===== src/rtl/core/tfc_pkg.sv =====
// tfc_pkg: shared constants, types and codes for the 3x3 tent filter.
// No dependencies; used by every module under rtl/core.
package tfc_pkg;

	localparam int MAX_GRID = 1024;
	localparam int ADDR_W   = $clog2(MAX_GRID);
	localparam int GRID_W   = ADDR_W + 1;
	localparam int SAMPLE_W = 16;
	localparam int SUM_W    = SAMPLE_W + 5;

	localparam logic [GRID_W-1:0] GRID_MIN   = GRID_W'(2);
	localparam logic [GRID_W-1:0] GRID_MAX   = GRID_W'(MAX_GRID);
	localparam logic [GRID_W-1:0] GRID_RESET = GRID_W'(MAX_GRID);

	typedef enum logic {
		OP_PIXEL = 1'b0,
		OP_FLUSH = 1'b1
	} opcode_t;

	typedef logic signed [SAMPLE_W-1:0] sample_t;

	// column selection and border clamps for one window evaluation
	typedef struct packed {
		logic wrap;       // first column of a row: result is for the previous row's end
		logic left_clamp; // result column is column 0
		logic top_clamp;  // result row is row 0
	} tap_ctl_t;

endpackage


===== src/rtl/core/tfc_kernel.sv =====
// tfc_kernel: 3x3 window columns and the weighted tent sum with rounding.
// Shifts in a new column on step. Depends on tfc_pkg.
module tfc_kernel (
	input  logic                 clk,
	input  logic                 arst_n,
	input  logic                 step,
	input  tfc_pkg::sample_t     col_top,
	input  tfc_pkg::sample_t     col_mid,
	input  tfc_pkg::sample_t     col_bot,
	input  tfc_pkg::tap_ctl_t    ctl,
	output tfc_pkg::sample_t     filtered
);

	// [row][0] = left column, [row][1] = centre column of the stored window
	tfc_pkg::sample_t win_q [3][2];
	tfc_pkg::sample_t new_col [3];
	tfc_pkg::sample_t l [3];
	tfc_pkg::sample_t c [3];
	tfc_pkg::sample_t r [3];
	logic signed [tfc_pkg::SUM_W-1:0] sum;
	logic signed [tfc_pkg::SUM_W-1:0] rounded;

	assign new_col[0] = col_top;
	assign new_col[1] = col_mid;
	assign new_col[2] = col_bot;

	always_ff @(posedge clk or negedge arst_n) begin
		if (!arst_n) begin
			for (int k = 0; k < 3; k++) begin
				win_q[k][0] <= '0;
				win_q[k][1] <= '0;
			end
		end else if (step) begin
			for (int k = 0; k < 3; k++) begin
				win_q[k][0] <= win_q[k][1];
				win_q[k][1] <= new_col[k];
			end
		end
	end

	always_comb begin
		for (int k = 0; k < 3; k++) begin
			if (ctl.wrap) begin
				l[k] = win_q[k][0];
				c[k] = win_q[k][1];
				r[k] = win_q[k][1];
			end else begin
				l[k] = ctl.left_clamp ? win_q[k][1] : win_q[k][0];
				c[k] = win_q[k][1];
				r[k] = new_col[k];
			end
		end
		if (ctl.top_clamp) begin
			l[0] = l[1];
			c[0] = c[1];
			r[0] = r[1];
		end
	end

	always_comb begin
		sum = (tfc_pkg::SUM_W'(c[1]) <<< 2)
			+ ((tfc_pkg::SUM_W'(l[1]) + tfc_pkg::SUM_W'(r[1])
			  + tfc_pkg::SUM_W'(c[0]) + tfc_pkg::SUM_W'(c[2])) <<< 1)
			+ tfc_pkg::SUM_W'(l[0]) + tfc_pkg::SUM_W'(r[0])
			+ tfc_pkg::SUM_W'(l[2]) + tfc_pkg::SUM_W'(r[2]);
		rounded = (sum + tfc_pkg::SUM_W'(8)) >>> 4;
	end

	assign filtered = rounded[tfc_pkg::SAMPLE_W-1:0];

endmodule


===== config.mk =====
export PLATFORM = sky130hd
export DESIGN_NAME = tfc_kernel
export DESIGN_NICKNAME = d
export VERILOG_FILES = /design/src/rtl/core/tfc_pkg.sv /design/src/rtl/core/tfc_kernel.sv
export SDC_FILE = /design/constraint.sdc
export NUM_CORES = 1
export LEC_CHECK = 0
export ABC_CLOCK_PERIOD_IN_PS = 12090
export BUFFER_PORTS_ARGS = -buffer_cell sky130_fd_sc_hd__clkbuf_2
export CORE_AREA = 2 2 127 129
export CTS_CLUSTER_DIAMETER = 100
export CTS_CLUSTER_SIZE = 30
export DETAILED_ROUTE_END_ITERATION = 10
export DIE_AREA = 0 0 129 131
export HOLD_SLACK_MARGIN = 0.08
export PLACE_DENSITY_LB_ADDON = 0.3
export SLEW_MARGIN = 40
export SYNTH_ARGS = -nofsm -noshare
export SYNTH_HDL_FRONTEND = slang
export SYNTH_SLANG_ARGS = --single-unit

===== constraint.sdc =====
create_clock -name clk -period 12.09 [get_ports clk]
set_clock_uncertainty 0.1 [all_clocks]
set_input_delay 1.209 -clock clk [delete_from_list [all_inputs] [get_ports clk]]
set_output_delay 1.209 -clock clk [all_outputs]
set_load 0.1 [all_outputs]

== After elaboration in Yosys (flattened, before gate mapping) ==
Cells that the tools add are included.

* Register bits after elaboration: 96
* Memory bits (read-only): 0
* RAM bits: 0
* Word-level logic and storage cells: 27
* Memories kept: 0
* Bits in latches: 0
* Input bits: 54
* Output and inout bits: 16

* Multiply operators: 0
* Shift operators: 0
* Order comparisons: 0
* Bitwise operators: 0
* Muxes and demuxes: 12
* Equal/unequal tests: 0
* Divide/modulo/power cells: 0
* Reduce and logical (&&, ||, !) cells: 0
* Add/sub/neg operators: 9

{| class="wikitable"
|+ Operator list
! cell !! number
|-
| $mux 16 || 12
|-
| $add 20x16->20 || 4
|-
| $add 18x20->20 || 1
|-
| $add 20x5->20 const B || 1
|-
| $add 18x16->19 || 1
|-
| $add 17x16->18 || 1
|-
| $add 16x16->17 || 1
|}

== Longest topological paths before layout ==
Gate-level depths: netlist (run 1).

* Depth after elaboration: 11
* Depth in mapped cells: 33
* Gate-level depth less buffers: 30

== Worst setup path after synthesis (run 1) ==
Ideal clock, no wire load.

* Kind: input port to output port
* Start point: in ctl[2] (netlist name)
* End point: out filtered[14]
* Stages on the path: 29
* Data required time: 10.781 ns
* Path slack: 1.361 ns
* Arrival: 9.420 ns
* Buffers on the path: 3
* Path through: buf_2 > nand2b_1 > clkbuf_1 > buf_1 > mux2i_1 > fa_1 > fa_1 > inv_1 > ha_1 > nor2b_1 > o21ai_0 > a21boi_0 > o21ai_0 > nand2_1 > a21o_1 > a21oi_1 > xor2_1 > fa_1 > fa_1 > inv_1 > fa_1 > ha_1 > ha_1 > a21oi_1 > a211oi_2 > nor3_2 > o41ai_2 > a21oi_1 > xnor2_1

* Cells in the longest elaborated chain, start to end: 10
* Elaborated cells between the ends (all ways): 17
* Those cells by class: add/sub (9); mux (8)

{| class="wikitable"
|+ RTL lines
! item !! RTL line !! text
|-
| start, declared || tfc_kernel.sv:10 || <nowiki>input tfc_pkg::tap_ctl_t ctl,</nowiki>
|-
| $mux 16 || tfc_kernel.sv:43 || <nowiki>if (ctl.wrap) begin</nowiki>
|-
| $add 16x16->17 || tfc_kernel.sv:62 || <nowiki>+ ((tfc_pkg::SUM_W'(l[1]) + tfc_pkg::SUM_W'(r[1])</nowiki>
|-
| $add 17x16->18 || tfc_kernel.sv:63 || <nowiki>+ tfc_pkg::SUM_W'(c[0]) + tfc_pkg::SUM_W'(c[2])) <<< 1)</nowiki>
|-
| $add 18x16->19 || tfc_kernel.sv:63 ||
|-
| $add 18x20->20 || tfc_kernel.sv:62 ||
|-
| $add 20x16->20 (2 in a row) || tfc_kernel.sv:64 || <nowiki>+ tfc_pkg::SUM_W'(l[0]) + tfc_pkg::SUM_W'(r[0])</nowiki>
|-
| $add 20x16->20 || tfc_kernel.sv:65 || <nowiki>+ tfc_pkg::SUM_W'(l[2]) + tfc_pkg::SUM_W'(r[2]);</nowiki>
|-
| $add 20x16->20 * || tfc_kernel.sv:65 ||
|-
| $add 20x5->20 * || tfc_kernel.sv:66 || <nowiki>rounded = (sum + tfc_pkg::SUM_W'(8)) >>> 4;</nowiki>
|-
| end, declared || tfc_kernel.sv:11 || <nowiki>output tfc_pkg::sample_t filtered</nowiki>
|}

Mark *: on every way between the ends. The rest lies on a longest branch, timed or not.

== Worst setup path in the final report (run 1) ==
* Start point: in ctl[2] (netlist name)
* End point: out filtered[15]

Same word-level chain as after synthesis.

==> results.md, run 1 <==
* Synth Register Bits at 96
* WL final at 19980 um
* Post-synth cell types at 46
* Initial antenna violation count at 0
* Minimum clock period at 10380 ps
* Crit path kind: in2out
* Hold_buf cts at 0
* FFs w/ async S/R, synth at 1.000
* Seq/Total Area, Yosys at 0.2559
* DPL Wire Length at 15730 um
* Die Ht at 131 um
* Min-Delay Path Class: reg2reg
* CTS H-tree depth at 3
* Starting DRT DRC Count at 264
* RSZ-0062 raised after global routing: false
* R2r worst-path depth at 1
* Mux cell area share after synthesis at 0.1941
* Synth Area in XOR/XNOR at 0.03079
* Max clock buf depth at 2
* TritonCTS Sinks at 96
* RR Endpoint: win_q[57]
* Port bufs at 69
* Gpl congestion at 0.9485
* Top_reg_cell synth: dfrtp_1
* Largest family of logic cells by synthesized area: adder cells
* Clock transition at the registers of the reported paths at 70 ps
* WL/cell at 17.06 um
* Reg2reg start: c[25]
* Ratio of cells with drive above 1 in the final layout at 0.2230
* Actual slew at the worst max-slew pin at 721.1 ps
* CTS tree: done
* I/O pins at 70
* Max Cap Violations at 0
* Final core occ at 0.6563
* Final Cycle Share at 0.8582
* P&R area growth vs syn at 9.037%
* Arr. time, crit path at 9070 ps
* Ant diodes at 0
* Top cell by count, worst path: fa_1
* Core area at 15600 sq um
* Post-Route Setup TNS at 0 ps
* First-pass GRT wire length at 33400 um
* Die Width at 129 um
* Crit path capture: filtered[15]
* Number of max-slew violations in the final report at 0
* Final Hold Fails at 0
* Ys Warns at 0
* Vias/cell at 5.547
* Rows at 46
* Die area at 16900 sq um
* # nets final at 1160
* Initial core utilization at 0.6019
* Fmax at 0.09638 GHz
* Slowest CP cell: fa_1
* Post-Synth Adder-Cell Area at 0.2911
* CP startpoint kind: input port
* Fillers at 1240
* Vias at 6496
* CP Capture Type: primary output
* Cell Area, Synth at 9388 sq um
* Count of final setup violators at 0
* TritonRoute pass-1 iters at 4
* Syn avg cell area at 10.45 sq um
* Syn Nets at 1108
* Synthesized instance count at 898
* CP required at 10780 ps
* ANT nets after route at 0
* Post-synthesis compound-gate area fraction at 0.08823
* Start point of the critical path: ctl[2]
* Gr ovfl total at 0
* DRC at 0
* CTS Buf Count at 9
* CTS root buf: clkbuf_16
* Total Routing Usage GR at 0.2554
* Largest net degree at the start of global routing at 60
* Worst-skew pair later-pin latency at 360 ps
* Postcts setup bufs at 0
* Worst slew margin at 0.5193
* R2r setup slk at 11090 ps
* Simple-gate share of the synthesized area at 0.06664
* CTS resizes at 0
* Vias in the first global route at 6696
* CP max FO at 24
* Critical Path Max Stage Delay at 550 ps
* Status: complete, no violations
* Post-synth EDFFs at 0
cell type report:
class / count / area [sq um] / area share
repair buffers: 77 / 410.4 / 0.04009
flip-flops and latches: 96 / 2402 / 0.2347
multi-input cells: 621 / 6300 / 0.6154
clock inverters: 4 / 52.55 / 0.005134
clock buffers: 12 / 256.5 / 0.02506
well taps: 216 / 270.3 / 0.02640
inverters: 145 / 544.3 / 0.05317
metal layers:
| metal | track usage | wire [um] | vias up |
|---|---|---|---|
| li1 | - | - | 3086 |
| met1 | 0.3409 | 8847 | 3245 |
| met2 | 0.4329 | 9920 | 132 |
| met3 | 0.04316 | 756 | 33 |
| met4 | 0.07673 | 452 | 0 |
| met5 | 0 | 0 | - |
metrics by stage:
step                area, sq um  setup WS, ps  cells  hold WS (ps)
finish                    10240          1714   1171         405.7
global route              10240          1095   1171         420.6
CTS                       10240          1701   1171         406.9
detailed placement         9927          1733   1155         390.5
global placement           9927          1870   1155         383.9
floorplan                  9388          1361    898         375.0
kinds of logic after synthesis:
family | count (synthesis)
adders and majority gates | 156
buffers and inverters | 181
AOI/OAI and AO/OA | 137
muxes | 167
xor gates and xnor gates | 33
DFF | 96
and+or+nand+nor | 128
critical path, delay by kind of cell:
family / cells / cell delay, ps
compound gates: 8 / 1630
xor+xnor: 2 / 340
fa+ha+maj: 8 / 3380
buf+inv: 5 / 1000
mux: 1 / 330
simple gates: 5 / 1150
worst min-delay path by stage:
stage,start,end,cells after the start
after CTS,win_q[63],win_q[63],1
final,win_q[92],win_q[92],1
after floorplan,win_q[16],win_q[16],1
after global routing,win_q[63],win_q[63],1
after global placement,win_q[30],win_q[30],1
after detailed placement,win_q[31],win_q[31],1
registers in the layout (all words and copies together) (netlist names):
| signal | count |
|---|---|
| c | 32 |
| win_q | 64 |
synthesized netlist by cell type, types with 5 or more instances:
| library cell | instances | area [sq um] |
|---|---|---|
| mux2_2 | 110 | 1239 |
| nand2b_1 | 5 | 31.28 |
| a21oi_1 | 52 | 260.3 |
| xor2_1 | 8 | 70.07 |
| a211oi_1 | 15 | 112.6 |
| nor2_1 | 28 | 105.1 |
| clkbuf_1 | 28 | 105.1 |
| inv_1 | 145 | 544.3 |
| ha_1 | 52 | 650.6 |
| and3_1 | 6 | 37.54 |
| o21ai_0 | 39 | 195.2 |
| nor3_1 | 5 | 25.02 |
| dfrtp_1 | 96 | 2402 |
| xnor2_1 | 25 | 219.0 |
| buf_1 | 6 | 22.52 |
| or3_1 | 6 | 37.54 |
| nand3_1 | 5 | 25.02 |
| nand2_1 | 43 | 161.4 |
| fa_1 | 104 | 2082 |
| o21a_1 | 7 | 52.55 |
| nor2b_1 | 16 | 100.1 |
| mux2i_1 | 56 | 560.5 |
placed cells by master, fill, tap and decap left out, drive strengths merged, types with 6 or more instances in the layout:
| cell | instances |
|---|---|
| fa | 104 |
| ha | 52 |
| xor2 | 8 |
| nand2 | 44 |
| a21oi | 52 |
| nor3 | 6 |
| inv | 145 |
| buf | 12 |
| nor2 | 28 |
| and3 | 6 |
| dfrtp | 96 |
| clkbuf | 77 |
| xnor2 | 25 |
| a211oi | 16 |
| or3 | 6 |
| mux2i | 56 |
| mux2 | 110 |
| o21ai | 39 |
| nor2b | 16 |
| o21a | 7 |
Power of run 1 is not shown: default switching activity piles up to over one toggle a cycle in this logic, so the estimate is an artifact.
==> run 2: changes to the inputs <==
CORE_AREA = 2 2 125 127   (was 2 2 127 129)
CTS_BUF_LIST = sky130_fd_sc_hd__clkbuf_2   (was default)
DIE_AREA = 0 0 127 129   (was 0 0 129 131)
==> results.md, run 2 (same netlist as run 1, synthesis figures left out) <==
* Number of max-slew violations in the final report at 0 (unchanged)
* Vias/cell at 5.688 (+2.5%)
* Clock transition at the registers of the reported paths at 260 ps (+190 ps)
* WL/cell at 17.64 um (+3.4%)
* DPL Wire Length at 15830 um (+0.65%)
* TritonRoute pass-1 iters at 5 (+1)
* Worst slew margin at 0.4467 (-0.07252)
* Start point of the critical path: ctl[2]
* Port bufs at 69 (unchanged)
* Die area at 16380 sq um (-3.1%)
* Min-Delay Path Class: in2async
* CTS resizes at 0 (unchanged)
* WL final at 20170 um (+0.95%)
* Postcts setup bufs at 0 (unchanged)
* Core area at 14980 sq um (-4.0%)
* R2r setup slk at 11070 ps (-20 ps)
* Actual slew at the worst max-slew pin at 821.2 ps (+100.1 ps)
* CTS tree: done
* Ratio of cells with drive above 1 in the final layout at 0.2212 (-0.001863)
* CP required at 10780 ps (about the same)
* Gr ovfl total at 0 (unchanged)
* Post-Route Setup TNS at 0 ps (unchanged)
* Die Ht at 129 um (-1.5%)
* Final core occ at 0.6677 (+0.01140)
* Status: complete, no violations
* Vias in the first global route at 6757 (+0.91%)
* CTS H-tree depth at 3 (unchanged)
* Largest Register: win_q
* Worst-skew pair later-pin latency at 610 ps (+250 ps)
* Starting DRT DRC Count at 400 (+52%)
* Most frequent cells in the layout: inv_1, mux2_2, fa_1
* Slowest CP cell: nand2b_2
* Count of final setup violators at 0 (unchanged)
* CTS Buf Count at 9 (unchanged)
* Largest net degree at the start of global routing at 75 (+25%)
* Critical Path Max Stage Delay at 690 ps (+140 ps)
* RSZ-0062 raised after global routing: false
* Max Cap Violations at 0 (unchanged)
* Most common cell after layout, fill and taps aside: inv_1
* RR Endpoint: c[20]
* P&R area growth vs syn at 6.517%
* I/O pins at 70 (unchanged)
* Number of flip-flops in the largest register at 64 (unchanged)
* Max clock buf depth at 2 (unchanged)
* Top cell by count, worst path: fa_1
* Minimum clock period at 10710 ps (+329.7 ps)
* Arr. time, crit path at 9400 ps (+330 ps)
* Fmax at 0.09341 GHz (-3.1%)
* Fillers at 1223 (-1.4%)
* Reg2reg start: c[20]
* R2r worst-path depth at 1 (unchanged)
* Rows at 45 (-2.2%)
* First-pass GRT wire length at 33820 um (+1.3%)
* Initial core utilization at 0.6268 (+0.02494)
* Crit path capture: filtered[15]
* Initial antenna violation count at 1 (+1)
* Final Hold Fails at 0 (unchanged)
* Hold_buf cts at 0 (unchanged)
* Crit path kind: in2out
* Die Width at 127 um (-1.6%)
* CP Capture Type: primary output
* DRC at 0 (unchanged)
* Vias at 6501 (+0.077%)
* ANT nets after route at 0 (unchanged)
* TritonCTS Sinks at 96 (unchanged)
* Total Routing Usage GR at 0.2642 (+0.008811)
* Final Cycle Share at 0.8855 (+0.02727)
* Gpl congestion at 0.9238 (-2.6%)
* CP max FO at 29 (+21%)
* # nets final at 1160 (unchanged)
* CP startpoint kind: input port
* CTS root buf: clkbuf_2
[run 2: changes by cell type in the layout (fill, tap and decap cells not counted)]
cell / before / now
buf_6: 0 / 1
buf_4: 10 / 9
clkbuf_16: 9 / 0
diode_2: 0 / 1
clkinv_1: 0 / 2
clkbuf_2: 65 / 76
clkbuf_1: 1 / 0
clkbuf_8: 2 / 0
clkinv_4: 2 / 1
clkinv_2: 1 / 0
[run 2: cell type report]
cell class,count,area (sq um),share of cell area
Sequential cell,96,2402,0.2402
Timing Repair Buffer,77,414.1,0.04142
Multi-Input combinational cell,621,6300,0.6300
Antenna cell,1,2.502,0.0002503
Clock buffer,11,55.05,0.005506
Tap cell,188,235.2,0.02352
Clock inverter,4,46.29,0.004630
Inverter,145,544.3,0.05443
[run 2: layer usage]
layer / up-vias / wire [um] / track usage / share of wire
met4: 0 / 382 / 0.07757 / 0.019
met2: 143 / 9877 / 0.4421 / 0.49
li1: 3084 / - / - / -
met5: - / 0 / 0 / 0
met3: 25 / 736 / 0.03659 / 0.036
met1: 3249 / 9169 / 0.3650 / 0.45
[run 2: how the worst min path moves through the flow]
stage                          from         to  slack [ps]  cells after the start
after floorplan           win_q[16]  win_q[16]         370                      1
after global placement    win_q[30]  win_q[30]         390                      1
after detailed placement  win_q[93]  win_q[93]         390                      1
after CTS                    arst_n  win_q[85]         290                      1
after global routing         arst_n  win_q[25]         320                      1
final                        arst_n  win_q[85]         330                      1
[run 2: worst max-delay path: cells and delay by family]
family	cells	cell delay, ps
AOI/OAI and AO/OA	8	1470
xor gates and xnor gates	2	320
adders and majority gates	9	3580
buffers and inverters	7	1070
muxes	1	440
and+or+nand+nor	5	1290
[run 2: through the flow]
step	setup WS (ps)	hold slack (ps)	instances	area (sq um)
6_report	1385	328.7	1143	10000
2_1_floorplan	1361	375.0	898	9388
5_1_grt	839.1	319.0	1143	10000
3_3_place_gp	1493	385.7	1127	9892
3_5_place_dp	1447	392.7	1127	9896
4_1_cts	1396	292.4	1142	9997
Power of run 2 is left out for the same reason.
==> run 3: changes to the inputs <==
ABC_CLOCK_PERIOD_IN_PS = 9200   (was 12090)
CORE_AREA = 2 2 132 134   (was 2 2 125 127)
DIE_AREA = 0 0 134 136   (was 0 0 127 129)
clock period = 9.2 ns   (was 12.09 ns; I/O delays follow)
==> results.md, run 3 (same netlist as run 1, synthesis figures left out) <==
* Critical path depth at 29 (-9.4%)
* Critical Path Max Stage Delay at 580 ps (-110 ps)
* Worst-skew pair later-pin latency at 650 ps (+40 ps)
* DRC at 0 (unchanged)
* Largest Register: win_q
* Port bufs at 69 (unchanged)
* Reg2reg start: c[20]
* Vias in the first global route at 6720 (-0.55%)
* Start point of the critical path: ctl[2]
* CP required at 8180 ps (-2600 ps)
* Number of max-slew violations in the final report at 0 (unchanged)
* First-pass GRT wire length at 33170 um (-1.9%)
* Most common cell after layout, fill and taps aside: inv_1
* Rows at 48 (+6.7%)
* Hold slack at 127.4 ps (-201.3 ps)
* Number of flip-flops in the largest register at 64 (unchanged)
* Crit path capture: filtered[14]
* Minimum clock period at 8886 ps
* Die area at 18220 sq um (+11%)
* I/O pins at 70 (unchanged)
* CTS Buf Count at 9 (unchanged)
* Final setup margin at 314.3 ps (-1070 ps)
* Final std cells w/o fill at 1197 (+4.7%)
* Core area at 16880 sq um (+13%)
* Buf+Inv Stages, Crit Path at 5 (-2)
* Min-Delay Path Class: in2async
* WL final at 20220 um (+0.26%)
* Vias/cell at 5.499 (-3.3%)
* Arr. time, crit path at 7870 ps (-1530 ps)
* CP Capture Type: primary output
* DPL Wire Length at 15750 um (-0.50%)
* Total Routing Usage GR at 0.2323 (-0.03193)
* # nets final at 1178 (+1.6%)
* Die Ht at 136 um (+5.4%)
* WL/cell at 16.89 um (-4.3%)
* CP startpoint kind: input port
* Count of final setup violators at 0 (unchanged)
* CTS tree: done
* CTS root buf: clkbuf_2
* Final Cycle Share at 0.9658
* Initial core utilization at 0.5563 (-0.07054)
* Initial antenna violation count at 1 (unchanged)
* Gr ovfl total at 0 (unchanged)
* Worst slack, placed at -212.1 ps (-1659 ps)
* RR Endpoint: win_q[52]
* Ratio of cells with drive above 1 in the final layout at 0.2750 (+0.05380)
* Actual slew at the worst max-slew pin at 708.3 ps (-112.9 ps)
* TritonRoute pass-1 iters at 5 (unchanged)
* Starting DRT DRC Count at 341 (-15%)
* P&R area growth vs syn at 14.05%
* Cell family with most CP delay: adder cells
* Hold_buf cts at 0 (unchanged)
* Placed Cells at 1174 (+4.2%)
* Worst slew margin at 0.5228 (+0.07608)
* R2r worst-path depth at 1 (unchanged)
* Top cell by count, worst path: fa_1
* Max clock buf depth at 2 (unchanged)
* Clock transition at the registers of the reported paths at 260 ps (about the same)
* Fmax at 0.1125 GHz
* TritonCTS Sinks at 96 (unchanged)
* R2r setup slk at 8160 ps (-2910 ps)
* Slowest CP cell: fa_1
* CTS H-tree depth at 3 (unchanged)
* Vias at 6582 (+1.2%)
* ANT nets after route at 0 (unchanged)
* Fillers at 1370 (+12%)
* Final Hold Fails at 0 (unchanged)
* Crit path kind: in2out
* Largest net degree at the start of global routing at 59 (-21%)
* Most frequent cells in the layout: inv_1, mux2_2, fa_1
* CP max FO at 8 (-72%)
* Status: complete, no violations
* Die Width at 134 um (+5.5%)
* Max Cap Violations at 0 (unchanged)
* Gpl congestion at 0.8877 (-3.9%)
==> run 3: cell types whose count changed in the layout (fill, tap and decap cells not counted), sizes merged <==
cell      before  now
buf           12   41
bufinv         1    0
clkbuf        76   63
clkinv         3    2
clkinvlp       0    3
==> run 3: metrics by stage <==
step	TNS, ps	utilization	cell area [sq um]
after floorplan	-385.2	-	9492
after global placement	-131.8	0.6109	10310
after detailed placement	-560.5	0.6109	10310
after CTS	0	0.6177	10430
after global routing	-41.98	0.6344	10710
final	0	0.6344	10710
==> run 3: area by class of cell <==
| class | instances | area [sq um] | area share |
|---|---|---|---|
| tap | 225 | 281.5 | 0.02629 |
| sequential | 96 | 2404 | 0.2245 |
| multi-input combinational | 621 | 6605 | 0.6169 |
| timing repair buffer | 95 | 788.3 | 0.07362 |
| antenna | 1 | 2.502 | 0.0002337 |
| clock buffer | 9 | 45.04 | 0.004207 |
| inverter | 145 | 544.3 | 0.05084 |
| clock inverter | 5 | 36.28 | 0.003389 |
==> run 3: what timing repair did <==
| item | 4_1_cts | 5_1_grt |
|---|---|---|
| pin swaps | 0 | 25 |
| setup endpoints to repair | 4 | 4 |
| gates cloned | 0 | 1 |
| setup buffers | 0 | 7 |
| resized for setup | 7 | 41 |
==> run 3: worst min path at each step <==
stage | end | slack [ps] | cells after the start
floorplan | win_q[16] | 370 | 1
global placement | win_q[81] | 380 | 1
detailed placement | win_q[31] | 390 | 1
CTS | win_q[83] | 110 | 1
global route | win_q[89] | 120 | 1
finish | win_q[25] | 130 | 1
==> run 3: routing by layer <==
metal | wire length, um | global-route usage | vias to the layer above
met5 | 0 | 0 | -
met4 | 279 | 0.05083 | 0
met3 | 766 | 0.03990 | 17
met2 | 10270 | 0.4091 | 142
met1 | 8899 | 0.3025 | 3301
li1 | - | - | 3122
Power of run 3 is left out for the same reason.
